File: config.mk
export PLATFORM = sky130hd
export DESIGN_NAME = multidim_range_match_classify
export DESIGN_NICKNAME = d
export VERILOG_FILES = /design/src/sv/mrmc_pkg.sv /design/src/sv/multidim_range_match_classify.sv /design/src/sv/mrmc_cfg_regs.sv /design/src/sv/mrmc_dim_cmp.sv
export SDC_FILE = /design/constraint.sdc
export NUM_CORES = 2
export LEC_CHECK = 0
export ABC_AREA = 0
export BUFFER_PORTS_ARGS = -buffer_cell sky130_fd_sc_hd__buf_2
export CAP_MARGIN = 20
export CORE_MARGIN = 2
export CORE_UTILIZATION = 50
export DETAILED_ROUTE_END_ITERATION = 10
export GPL_ROUTABILITY_DRIVEN = 0
export MAX_ROUTING_LAYER = met4
export PLACE_DENSITY = 0.74
export RECOVER_POWER = 100
export SETUP_SLACK_MARGIN = 0.5
export SLEW_MARGIN = 0
export SYNTH_ARGS = -nofsm -noshare
export SYNTH_HDL_FRONTEND = slang
export SYNTH_SLANG_ARGS = --single-unit
File: constraint.sdc
create_clock -name clk -period 14.04 [get_ports clk]
set_input_delay 2.106 -clock clk [delete_from_list [all_inputs] [get_ports clk]]
set_output_delay 2.106 -clock clk [all_outputs]
set_load 0.1 [all_outputs]
File: src/sv/mrmc_pkg.sv
// ----------------------------------------------------------------------------
// mrmc_pkg
// Shared types, codes and sizes for the range-match and cell-classify block.
// ----------------------------------------------------------------------------
`default_nettype none

package mrmc_pkg;

  localparam int KEY_BITS      = 64;
  localparam int MAX_DIMS      = 2;
  localparam int KEY_PORTS     = 2;
  localparam int FIELD_BITS    = 64;
  localparam int MODE_BITS     = 3;
  localparam int DIMS_BITS     = 2;
  localparam int OP_BITS       = 2;
  localparam int REL_BITS      = 2;
  localparam int WEIGHT_BITS   = 16;
  localparam int COUNT_BITS    = 32;
  localparam int CFG_IDX_BITS  = 3;
  localparam int CFG_DATA_BITS = 64;

  typedef enum logic [MODE_BITS-1:0] {
    MODE_LESS      = 3'd0,
    MODE_GREATER   = 3'd1,
    MODE_OPEN      = 3'd2,
    MODE_LOW_OPEN  = 3'd3,
    MODE_HIGH_OPEN = 3'd4,
    MODE_CLOSED    = 3'd5
  } mode_t;

  typedef enum logic [OP_BITS-1:0] {
    OP_MATCH    = 2'd0,
    OP_CLASSIFY = 2'd1,
    OP_CLEAR    = 2'd2
  } op_t;

  typedef enum logic [REL_BITS-1:0] {
    REL_OUTSIDE = 2'd0,
    REL_INSIDE  = 2'd1,
    REL_CROSSES = 2'd2
  } rel_t;

  typedef enum logic [CFG_IDX_BITS-1:0] {
    CFG_MODE      = 3'd0,
    CFG_DIMS      = 3'd1,
    CFG_DIM0_LOW  = 3'd2,
    CFG_DIM0_HIGH = 3'd3,
    CFG_DIM1_LOW  = 3'd4,
    CFG_DIM1_HIGH = 3'd5
  } cfg_idx_t;

  typedef logic [KEY_BITS-1:0] key_t;

  typedef struct packed {
    logic [MODE_BITS-1:0] mode;
    logic [DIMS_BITS-1:0] dims;
    key_t [KEY_PORTS-1:0] low;
    key_t [KEY_PORTS-1:0] high;
  } cfg_t;

  typedef struct packed {
    logic point_ok;
    logic cell_out;
    logic cell_cross;
  } dim_res_t;

endpackage

`default_nettype wire

File: src/sv/multidim_range_match_classify.sv
// ----------------------------------------------------------------------------
// multidim_range_match_classify
// Range-query visitor: point match with saturating hit count, cell classify, count clear.
// ----------------------------------------------------------------------------
//   channel | direction | handshake         | payload
//   in_     | input     | in_valid/in_stall | operation, keys, row_weight
//   out_    | output    | out_valid/out_stall | is_match, relation, hit_total
//   cfg_    | input     | cfg_valid/cfg_ready | cfg_index, cfg_data
//
// One request per cycle while out_stall is low; input register to result
// register, through the per-dimension comparators and the counter add.
// Synchronous active-low reset clears valids and counter, loads default config.
// The input register acts as a skid stage: a request is taken while a
// stalled result waits, and in_stall rises only when both stages are full.
// ----------------------------------------------------------------------------
`default_nettype none

module multidim_range_match_classify
  import mrmc_pkg::*;
(
  input  wire logic                     clk,
  input  wire logic                     rst_n,
  input  wire logic                     in_valid,
  output logic                          in_stall,
  input  wire logic [OP_BITS-1:0]       in_operation,
  input  wire logic [FIELD_BITS-1:0]    in_first_dim0,
  input  wire logic [FIELD_BITS-1:0]    in_first_dim1,
  input  wire logic [FIELD_BITS-1:0]    in_second_dim0,
  input  wire logic [FIELD_BITS-1:0]    in_second_dim1,
  input  wire logic [WEIGHT_BITS-1:0]   in_row_weight,
  output logic                          out_valid,
  input  wire logic                     out_stall,
  output logic                          out_is_match,
  output logic [REL_BITS-1:0]           out_relation,
  output logic [COUNT_BITS-1:0]         out_hit_total,
  input  wire logic                     cfg_valid,
  output logic                          cfg_ready,
  input  wire logic [CFG_IDX_BITS-1:0]  cfg_index,
  input  wire logic [CFG_DATA_BITS-1:0] cfg_data
);

  cfg_t cfg;

  assign cfg_ready = 1'b1;

  mrmc_cfg_regs u_cfg (
    .clk     (clk),
    .rst_n   (rst_n),
    .wr_en   (cfg_valid && cfg_ready),
    .wr_idx  (cfg_index),
    .wr_data (cfg_data),
    .cfg     (cfg)
  );

  logic                   s1_valid_r;
  logic [OP_BITS-1:0]     s1_op_r;
  key_t [KEY_PORTS-1:0]   s1_first_r;
  key_t [KEY_PORTS-1:0]   s1_second_r;
  logic [WEIGHT_BITS-1:0] s1_weight_r;

  logic                   out_valid_r;
  logic                   is_match_r, is_match_nxt;
  logic [REL_BITS-1:0]    relation_r, relation_nxt;
  logic [COUNT_BITS-1:0]  count_r, count_nxt;

  logic adv, s1_load;

  assign adv      = !out_valid_r || !out_stall;
  assign s1_load  = !s1_valid_r || adv;
  assign in_stall = !s1_load;

  always_ff @(posedge clk) begin
    if (!rst_n) begin
      s1_valid_r <= 1'b0;
    end else if (s1_load) begin
      s1_valid_r <= in_valid;
    end
  end

  always_ff @(posedge clk) begin
    if (s1_load && in_valid) begin
      s1_op_r        <= in_operation;
      s1_first_r[0]  <= in_first_dim0[KEY_BITS-1:0];
      s1_first_r[1]  <= in_first_dim1[KEY_BITS-1:0];
      s1_second_r[0] <= in_second_dim0[KEY_BITS-1:0];
      s1_second_r[1] <= in_second_dim1[KEY_BITS-1:0];
      s1_weight_r    <= in_row_weight;
    end
  end

  dim_res_t [MAX_DIMS-1:0] dres;
  logic     [MAX_DIMS-1:0] dim_en, dim_ok, dim_out, dim_cross;

  for (genvar d = 0; d < MAX_DIMS; d++) begin : g_dim
    mrmc_dim_cmp u_cmp (
      .mode   (cfg.mode),
      .lo     (cfg.low[d]),
      .hi     (cfg.high[d]),
      .first  (s1_first_r[d]),
      .second (s1_second_r[d]),
      .res    (dres[d])
    );
    if (d == 0) begin : g_first
      assign dim_en[d] = 1'b1;
    end else begin : g_rest
      assign dim_en[d] = cfg.dims > DIMS_BITS'(d);
    end
    assign dim_ok[d]    = dres[d].point_ok || !dim_en[d];
    assign dim_out[d]   = dres[d].cell_out && dim_en[d];
    assign dim_cross[d] = dres[d].cell_cross && dim_en[d];
  end

  logic [COUNT_BITS:0] sum;

  assign sum = {1'b0, count_r} + (COUNT_BITS + 1)'(s1_weight_r);

  always_comb begin
    is_match_nxt = 1'b0;
    relation_nxt = REL_OUTSIDE;
    count_nxt    = count_r;
    case (s1_op_r)
      OP_MATCH: begin
        if (&dim_ok) begin
          is_match_nxt = 1'b1;
          count_nxt    = sum[COUNT_BITS] ? '1 : sum[COUNT_BITS-1:0];
        end
      end
      OP_CLASSIFY: begin
        if (|dim_out) begin
          relation_nxt = REL_OUTSIDE;
        end else if (|dim_cross) begin
          relation_nxt = REL_CROSSES;
        end else begin
          relation_nxt = REL_INSIDE;
        end
      end
      OP_CLEAR: count_nxt = '0;
      default:  count_nxt = count_r;
    endcase
  end

  always_ff @(posedge clk) begin
    if (!rst_n) begin
      out_valid_r <= 1'b0;
      count_r     <= '0;
    end else if (adv) begin
      out_valid_r <= s1_valid_r;
      if (s1_valid_r) begin
        count_r <= count_nxt;
      end
    end
  end

  always_ff @(posedge clk) begin
    if (adv && s1_valid_r) begin
      is_match_r <= is_match_nxt;
      relation_r <= relation_nxt;
    end
  end

  assign out_valid     = out_valid_r;
  assign out_is_match  = is_match_r;
  assign out_relation  = relation_r;
  assign out_hit_total = count_r;

endmodule

`default_nettype wire

File: src/sv/mrmc_cfg_regs.sv
// ----------------------------------------------------------------------------
// mrmc_cfg_regs
// Query configuration registers: compare mode, dimension count and bounds.
// ----------------------------------------------------------------------------
`default_nettype none

module mrmc_cfg_regs
  import mrmc_pkg::*;
(
  input  wire logic                     clk,
  input  wire logic                     rst_n,
  input  wire logic                     wr_en,
  input  wire logic [CFG_IDX_BITS-1:0]  wr_idx,
  input  wire logic [CFG_DATA_BITS-1:0] wr_data,
  output cfg_t                          cfg
);

  cfg_t cfg_r;
  cfg_t cfg_nxt;

  always_comb begin
    cfg_nxt = cfg_r;
    if (wr_en) begin
      case (wr_idx)
        CFG_MODE:      cfg_nxt.mode    = wr_data[MODE_BITS-1:0];
        CFG_DIMS:      cfg_nxt.dims    = wr_data[DIMS_BITS-1:0];
        CFG_DIM0_LOW:  cfg_nxt.low[0]  = wr_data[KEY_BITS-1:0];
        CFG_DIM0_HIGH: cfg_nxt.high[0] = wr_data[KEY_BITS-1:0];
        CFG_DIM1_LOW:  cfg_nxt.low[1]  = wr_data[KEY_BITS-1:0];
        CFG_DIM1_HIGH: cfg_nxt.high[1] = wr_data[KEY_BITS-1:0];
        default:       cfg_nxt = cfg_r;
      endcase
    end
  end

  always_ff @(posedge clk) begin
    if (!rst_n) begin
      cfg_r.mode <= MODE_CLOSED;
      cfg_r.dims <= DIMS_BITS'(1);
      cfg_r.low  <= '0;
      cfg_r.high <= '1;
    end else begin
      cfg_r <= cfg_nxt;
    end
  end

  assign cfg = cfg_r;

endmodule

`default_nettype wire

File: src/sv/mrmc_dim_cmp.sv
// ----------------------------------------------------------------------------
// mrmc_dim_cmp
// One dimension's bound compare for point match and cell classify.
// ----------------------------------------------------------------------------
`default_nettype none

module mrmc_dim_cmp
  import mrmc_pkg::*;
(
  input  wire logic [MODE_BITS-1:0] mode,
  input  wire key_t                 lo,
  input  wire key_t                 hi,
  input  wire key_t                 first,
  input  wire key_t                 second,
  output dim_res_t                  res
);

  logic a_gt_lo, a_lt_lo, a_gt_hi, a_lt_hi;
  logic b_lt_lo, b_gt_hi, b_gt_lo, b_lt_hi;

  assign a_gt_lo = first > lo;
  assign a_lt_lo = first < lo;
  assign a_gt_hi = first > hi;
  assign a_lt_hi = first < hi;
  assign b_lt_lo = second < lo;
  assign b_gt_hi = second > hi;
  assign b_gt_lo = second > lo;
  assign b_lt_hi = second < hi;

  always_comb begin
    case (mode)
      MODE_LESS:      res.point_ok = a_lt_hi;
      MODE_GREATER:   res.point_ok = a_gt_lo;
      MODE_OPEN:      res.point_ok = a_gt_lo && a_lt_hi;
      MODE_LOW_OPEN:  res.point_ok = a_gt_lo && !a_gt_hi;
      MODE_HIGH_OPEN: res.point_ok = !a_lt_lo && a_lt_hi;
      default:        res.point_ok = !a_lt_lo && !a_gt_hi;
    endcase
    case (mode)
      MODE_LESS: begin
        res.cell_out   = !a_lt_hi;
        res.cell_cross = !a_gt_lo || !b_lt_hi;
      end
      MODE_GREATER: begin
        res.cell_out   = !b_gt_lo;
        res.cell_cross = !a_gt_lo || !b_lt_hi;
      end
      default: begin
        res.cell_out   = a_gt_hi || b_lt_lo;
        res.cell_cross = a_lt_lo || b_gt_hi;
      end
    endcase
  end

endmodule

`default_nettype wire
== Word-level counts from Yosys, hierarchy flattened ==
Index checks and enable logic that the tools add are counted.
Word-level totals
  logic and storage cells: 109
  register bits after elaboration: 572
  output and inout bits: 38
  bits of input ports: 346
Operators by class
  bitwise logic cells: 1
  mux-type cells: 9
  order comparisons: 17
  equal/unequal tests: 12
  reduce and logical (&&, ||, !) cells: 52
  add/subtract/negate cells: 1
Operators with widths (number)
  greater-than comparator 64 bit: 8
  less-than comparator 64 bit: 8
  two-way mux 32 bit: 2
  one-hot mux 32 bit (2 select lines): 1
  adder 32 x 16 -> 33 bit: 1
  zero test 1 bit: 17
  AND reduction 2 bit: 7
  equality test 3 x 2 -> 1 bit, second input constant: 4
  logical AND 1 bit: 12
  one-hot mux 1 bit (5 select lines): 2
  equality test 3 bit, second input constant: 3
  logical OR 1 bit: 9
  one-hot mux 2 bit (2 select lines): 2
  equality test 3 x 1 -> 1 bit, second input constant: 2
  zero test 3 bit: 2
  AND reduction 4 bit: 1
  OR reduction 3 bit: 1
  equality test 2 x 1 -> 1 bit, second input constant: 1
  equality test 2 bit, second input constant: 1
  greater-than comparator 2 x 1 -> 1 bit, second input constant: 1
  zero test 2 bit: 1
  two-way mux 2 bit: 1
  inequality test 2 bit, second input constant: 1
  nonzero test 2 bit: 1
  3 further kinds: 3

== Depth between registers and ports, before layout ==
  word-level depth: 8
  mapped depth: 14
  gate-level depth less buffers: 12

== By module ==
A second synthesis with hierarchy kept.
Second synthesis, totals
  cell total of the unflattened synthesis: 3198
  area, all modules: 33375.8 µm²
By module, submodules not included
  multidim_range_match_classify: instances 1, seq. area each 8998.6 µm², area each 10869.2 µm², cells each 606
  mrmc_cfg_regs: instances 1, seq. area each 5225.0 µm², area each 10221.1 µm², cells each 989
  mrmc_dim_cmp at g_dim[0].u_cmp: instances 1, seq. area each 0.0 µm², area each 6180.9 µm², cells each 805
  mrmc_dim_cmp at g_dim[1].u_cmp: instances 1, seq. area each 0.0 µm², area each 6104.6 µm², cells each 798

== Worst setup path after synthesis ==
Ideal clock, no wire load.
  path type: input to register
  start point: input out_stall
  end point: register s1_first_r[0] in the netlist's numbering (enable)
  arrival time: 14.733 ns
  cell stages on the path: 2
  setup time: 0.940 ns
  slack: -1.633 ns
  path buffers: 0
  required time: 13.100 ns
  cell sequence: and3_1 > nor2b_1
Between the ends
  longest elaborated chain between the ends: 4
RTL lines
  from (decl): line multidim_range_match_classify.sv:32  | input wire logic out_stall,
  zero test 1 bit: line multidim_range_match_classify.sv:68  | assign adv = !out_valid_r || !out_stall;
  logical OR 1 bit: line multidim_range_match_classify.sv:68
  logical OR 1 bit: line multidim_range_match_classify.sv:69  | assign s1_load = !s1_valid_r || adv;
  logical AND 1 bit: line multidim_range_match_classify.sv:81  | if (s1_load && in_valid) begin
  to (decl): line multidim_range_match_classify.sv:57  | key_t [KEY_PORTS-1:0] s1_first_r;
Every way passes these cells.
A chain may end at the register's enable or synchronous reset.

== Final worst setup path ==
  start point: input rst_n
  end point: register u_cfg.cfg_r, in the netlist u_cfg.cfg[105]
RTL lines
  from (decl): line multidim_range_match_classify.sv:22  | input wire logic rst_n,
  to (signal assigned): line mrmc_cfg_regs.sv:43  | cfg_r <= cfg_nxt;
  to (decl): line mrmc_cfg_regs.sv:18  | cfg_t cfg_r;
No word-level cell between the ends.

==> run_results.csv <==
group,metric,value,unit
outcome,status,"complete, but fails checks",
outcome,violations,"capacitance limit, slew limit",
logic_synthesis,synth.distinct_cells,71,
drt,wire_per_inst,20.67,um
critical_path,r2r_slack,7.24,ns
grt,grt_max_degree,107,
drt,drt-initial-drc-count,2216,
place,hpwl,71130,um
critical_path,endpoint,"u_cfg.cfg[105]",
drt,drtAntennaViolNets,0,
power_and_ir_drop,p_per_area,107.0,nW/um2
clock_tree,clkLatencyLatePin,0.64,ns
grt,grt_use_total,28.21,%
timing,rsz0062_at_grt,"no",
logic_synthesis,avgSynthCellArea,9.936,um2
critical_path,cp_max_fo,106,
drt,drcViolationCount,0,
logic_synthesis,ys_ff_latch,571,
place,dpl-instance-area,34910,um2
grt,first_global_vias,24620,
grt,grt_pass1_wl,140200,um
timing,setup_tns,0,ns
die,pin_count,384,
place,port_buffers,382,
critical_path,worst_setup_path_start_kind,"input port",
clock_tree,cts-hold-fix-buffers,0,
clock_tree,cts_tree,"done",
clock_tree,ctsHtreeMaxLevel,2,
die,die-height,257.6,um
logic_synthesis,synth_edf_count,277,
critical_path,cp-end-kind,"flip-flop",
critical_path,critical_path_arrival,8.90,ns
drt,dr.pass1.iters,5,
die,fp-row-count,92,
logic_synthesis,synth_area,32160,um2
die,dieArea,66370,um2
timing,setup_viol,0,
final_layout,nNetsFinal,4476,
clock_tree,clockRootBuffer,"clkbuf_16",
grt,grt_remaining_overflow,0,
timing,max_freq,0.1159,GHz
hold_path,hold_path_class,"flip-flop to flip-flop",
critical_path,critical_path_class,"input port to flip-flop",
timing,hold_slack,0.4657,ns
timing,tightest_slew,4.636,ns
critical_path,r2r_start,"s1_valid_r",
clock_tree,cts_sinks,571,
die,start_util,50.80,%
timing,fin_crit_sh,61.47,%
timing,maxSlewHeadroom,-209.1,%
final_layout,finalInstanceArea,36750,um2
critical_path,r2r_cells,4,
power_and_ir_drop,p_total,3.934,mW
clock_tree,clkTransAtPathRegs,0.06,ns
run,cap_violations,8,
die,core,63310,um2
critical_path,worstPathRequired,14.31,ns
power_and_ir_drop,p_leak,15.82,nW
logic_synthesis,synth_warnings,0,
logic_synthesis,synth_cells,3237,
logic_synthesis,synth-seq-area-share,44.16,%
clock_tree,cts_resized,0,
grt,antenna_found_initial,12,
timing,slew_violations,580,
logic_synthesis,synthArstFlopShare,0,%
clock_tree,cts.path.max_buffers,3,
power_and_ir_drop,ir_drop,0.00009722,V
timing,finalHoldViolations,0,
drt,dr_total_vias,25800,
final_layout,drive_gt1_share,10.65,%
critical_path,crit_start,"rst_n",
drt,viasPerCell,5.718,
logic_synthesis,synth_ff_type,"dfxtp_1",
final_layout,syn2layout_area_growth,14.27,%
logic_synthesis,synth.net_count,4112,
clock_tree,cts_setup_buffers,0,
timing,skew,0.02227,ns
critical_path,r2r-end,"s1_second_r[105]",
clock_tree,cts_made_buffers,61,
drt,wirelength,93290,um
timing,finalCriticalPeriod,8.630,ns
die,die_w,257.6,um
[through the flow]
| stage | instances | utilization [%] | setup slack [ns] |
|---|---|---|---|
| floorplan | 3237 | - | 3.630 |
| global placement | 4381 | 55.14 | 8.676 |
| detailed placement | 4381 | 55.14 | 8.627 |
| CTS | 4496 | 58.24 | 9.033 |
| global route | 4511 | 58.04 | 4.978 |
| finish | 4513 | 58.05 | 5.410 |
[final cells by class]
cell class              instances  area [um2]
fillers                      5661       26560
multi-input cells            2292       16580
flip-flops and latches        571       14200
repair buffers                400        1884
clock buffers                  81        1653
well taps                     846        1059
inverters                     275        1032
clock inverters                34       309.0
diodes                         14       35.03
[kinds of logic (layout without fill, tap and decap cells)]
group                    Yosys count  after routing  share of synthesized area, %
AND/OR/NAND/NOR                  917            917                         12.98
AO/OA/AOI/OAI                    814            814                         16.92
flip-flops                       571            571                         44.16
adder cells (fa/ha/maj)          529            529                         20.60
buffers and inverters            374            790                         4.408
multiplexers                      18             18                        0.5602
XOR/XNOR                          13             13                        0.3540
other                              1             15                       0.01166
[Yosys cell counts, types with 74 or more instances]
master	number	area share, %
a21boi_0	132	3.1
a21o_1	94	2.2
a21oi_1	195	3.0
clkbuf_1	93	1.1
dfxtp_1	294	18
edfxtp_1	277	26
ha_1	528	21
inv_1	275	3.2
nand2_1	535	6.2
nand4_1	101	2.0
nor2_1	74	0.86
o211ai_1	153	3.6
o21ai_0	98	1.5
[worst max-delay path, cell delays in order]
cell and delay [ns]:
clkbuf_1 2.87, clkbuf_1 3.43, o211ai_1 0.41
[placed cells by master (no fill, tap or decap), types with 12 or more instances in the layout]
cell type  instances
nor4_1            23
clkbuf_1         134
inv_1            275
a21oi_1          195
a211oi_1          17
nand3_1           51
a21boi_0         132
mux2i_1           18
nor2b_1           28
o21ai_0          101
buf_2            272
a221oi_1          12
nor2_1            70
diode_2           14
a21o_1            94
o21a_1            23
nand2_1          533
ha_1             528
nand4_1          101
dfxtp_1          294
clkinv_2          15
o211ai_1         153
edfxtp_1         277
a31oi_1           17
clkbuf_16         62
nor3_1            38
[routing by layer]
metal | wire length, um | track usage, % | vias up
met5 | 0 | - | -
met4 | 2912 | 8.735 | 0
met3 | 6780 | 4.103 | 146
met2 | 44290 | 46.30 | 941
met1 | 39300 | 36.08 | 12110
li1 | - | - | 12600
[worst min-delay path by stage]
stage,startpoint,end,slack (ns),depth (start not counted)
after global routing,u_cfg.cfg[202],u_cfg.cfg[202],0.49,2
after detailed placement,u_cfg.cfg[198],u_cfg.cfg[198],0.46,2
after global placement,u_cfg.cfg[210],u_cfg.cfg[210],0.45,2
after CTS,u_cfg.cfg[198],u_cfg.cfg[198],0.47,2
after floorplan,u_cfg.cfg[129],u_cfg.cfg[129],0.44,2
final,u_cfg.cfg[179],u_cfg.cfg[179],0.47,2
[power breakdown]
group	internal (mW)	switching (mW)	total (mW)
combinational	0.176	0.282	0.459
sequential	1.83	0.0464	1.87
clock	0.917	0.683	1.60
[state kept, by name (all words and copies together) (netlist names)]
name           flops
s1_first_r       128
s1_op_r            2
out_valid          1
s1_weight_r       16
out_is_match       1
s1_valid_r         1
s1_second_r      128
u_cfg.cfg        260
out_relation       2
out_hit_total     32
No activity file was read; power rests on OpenSTA's default activity.
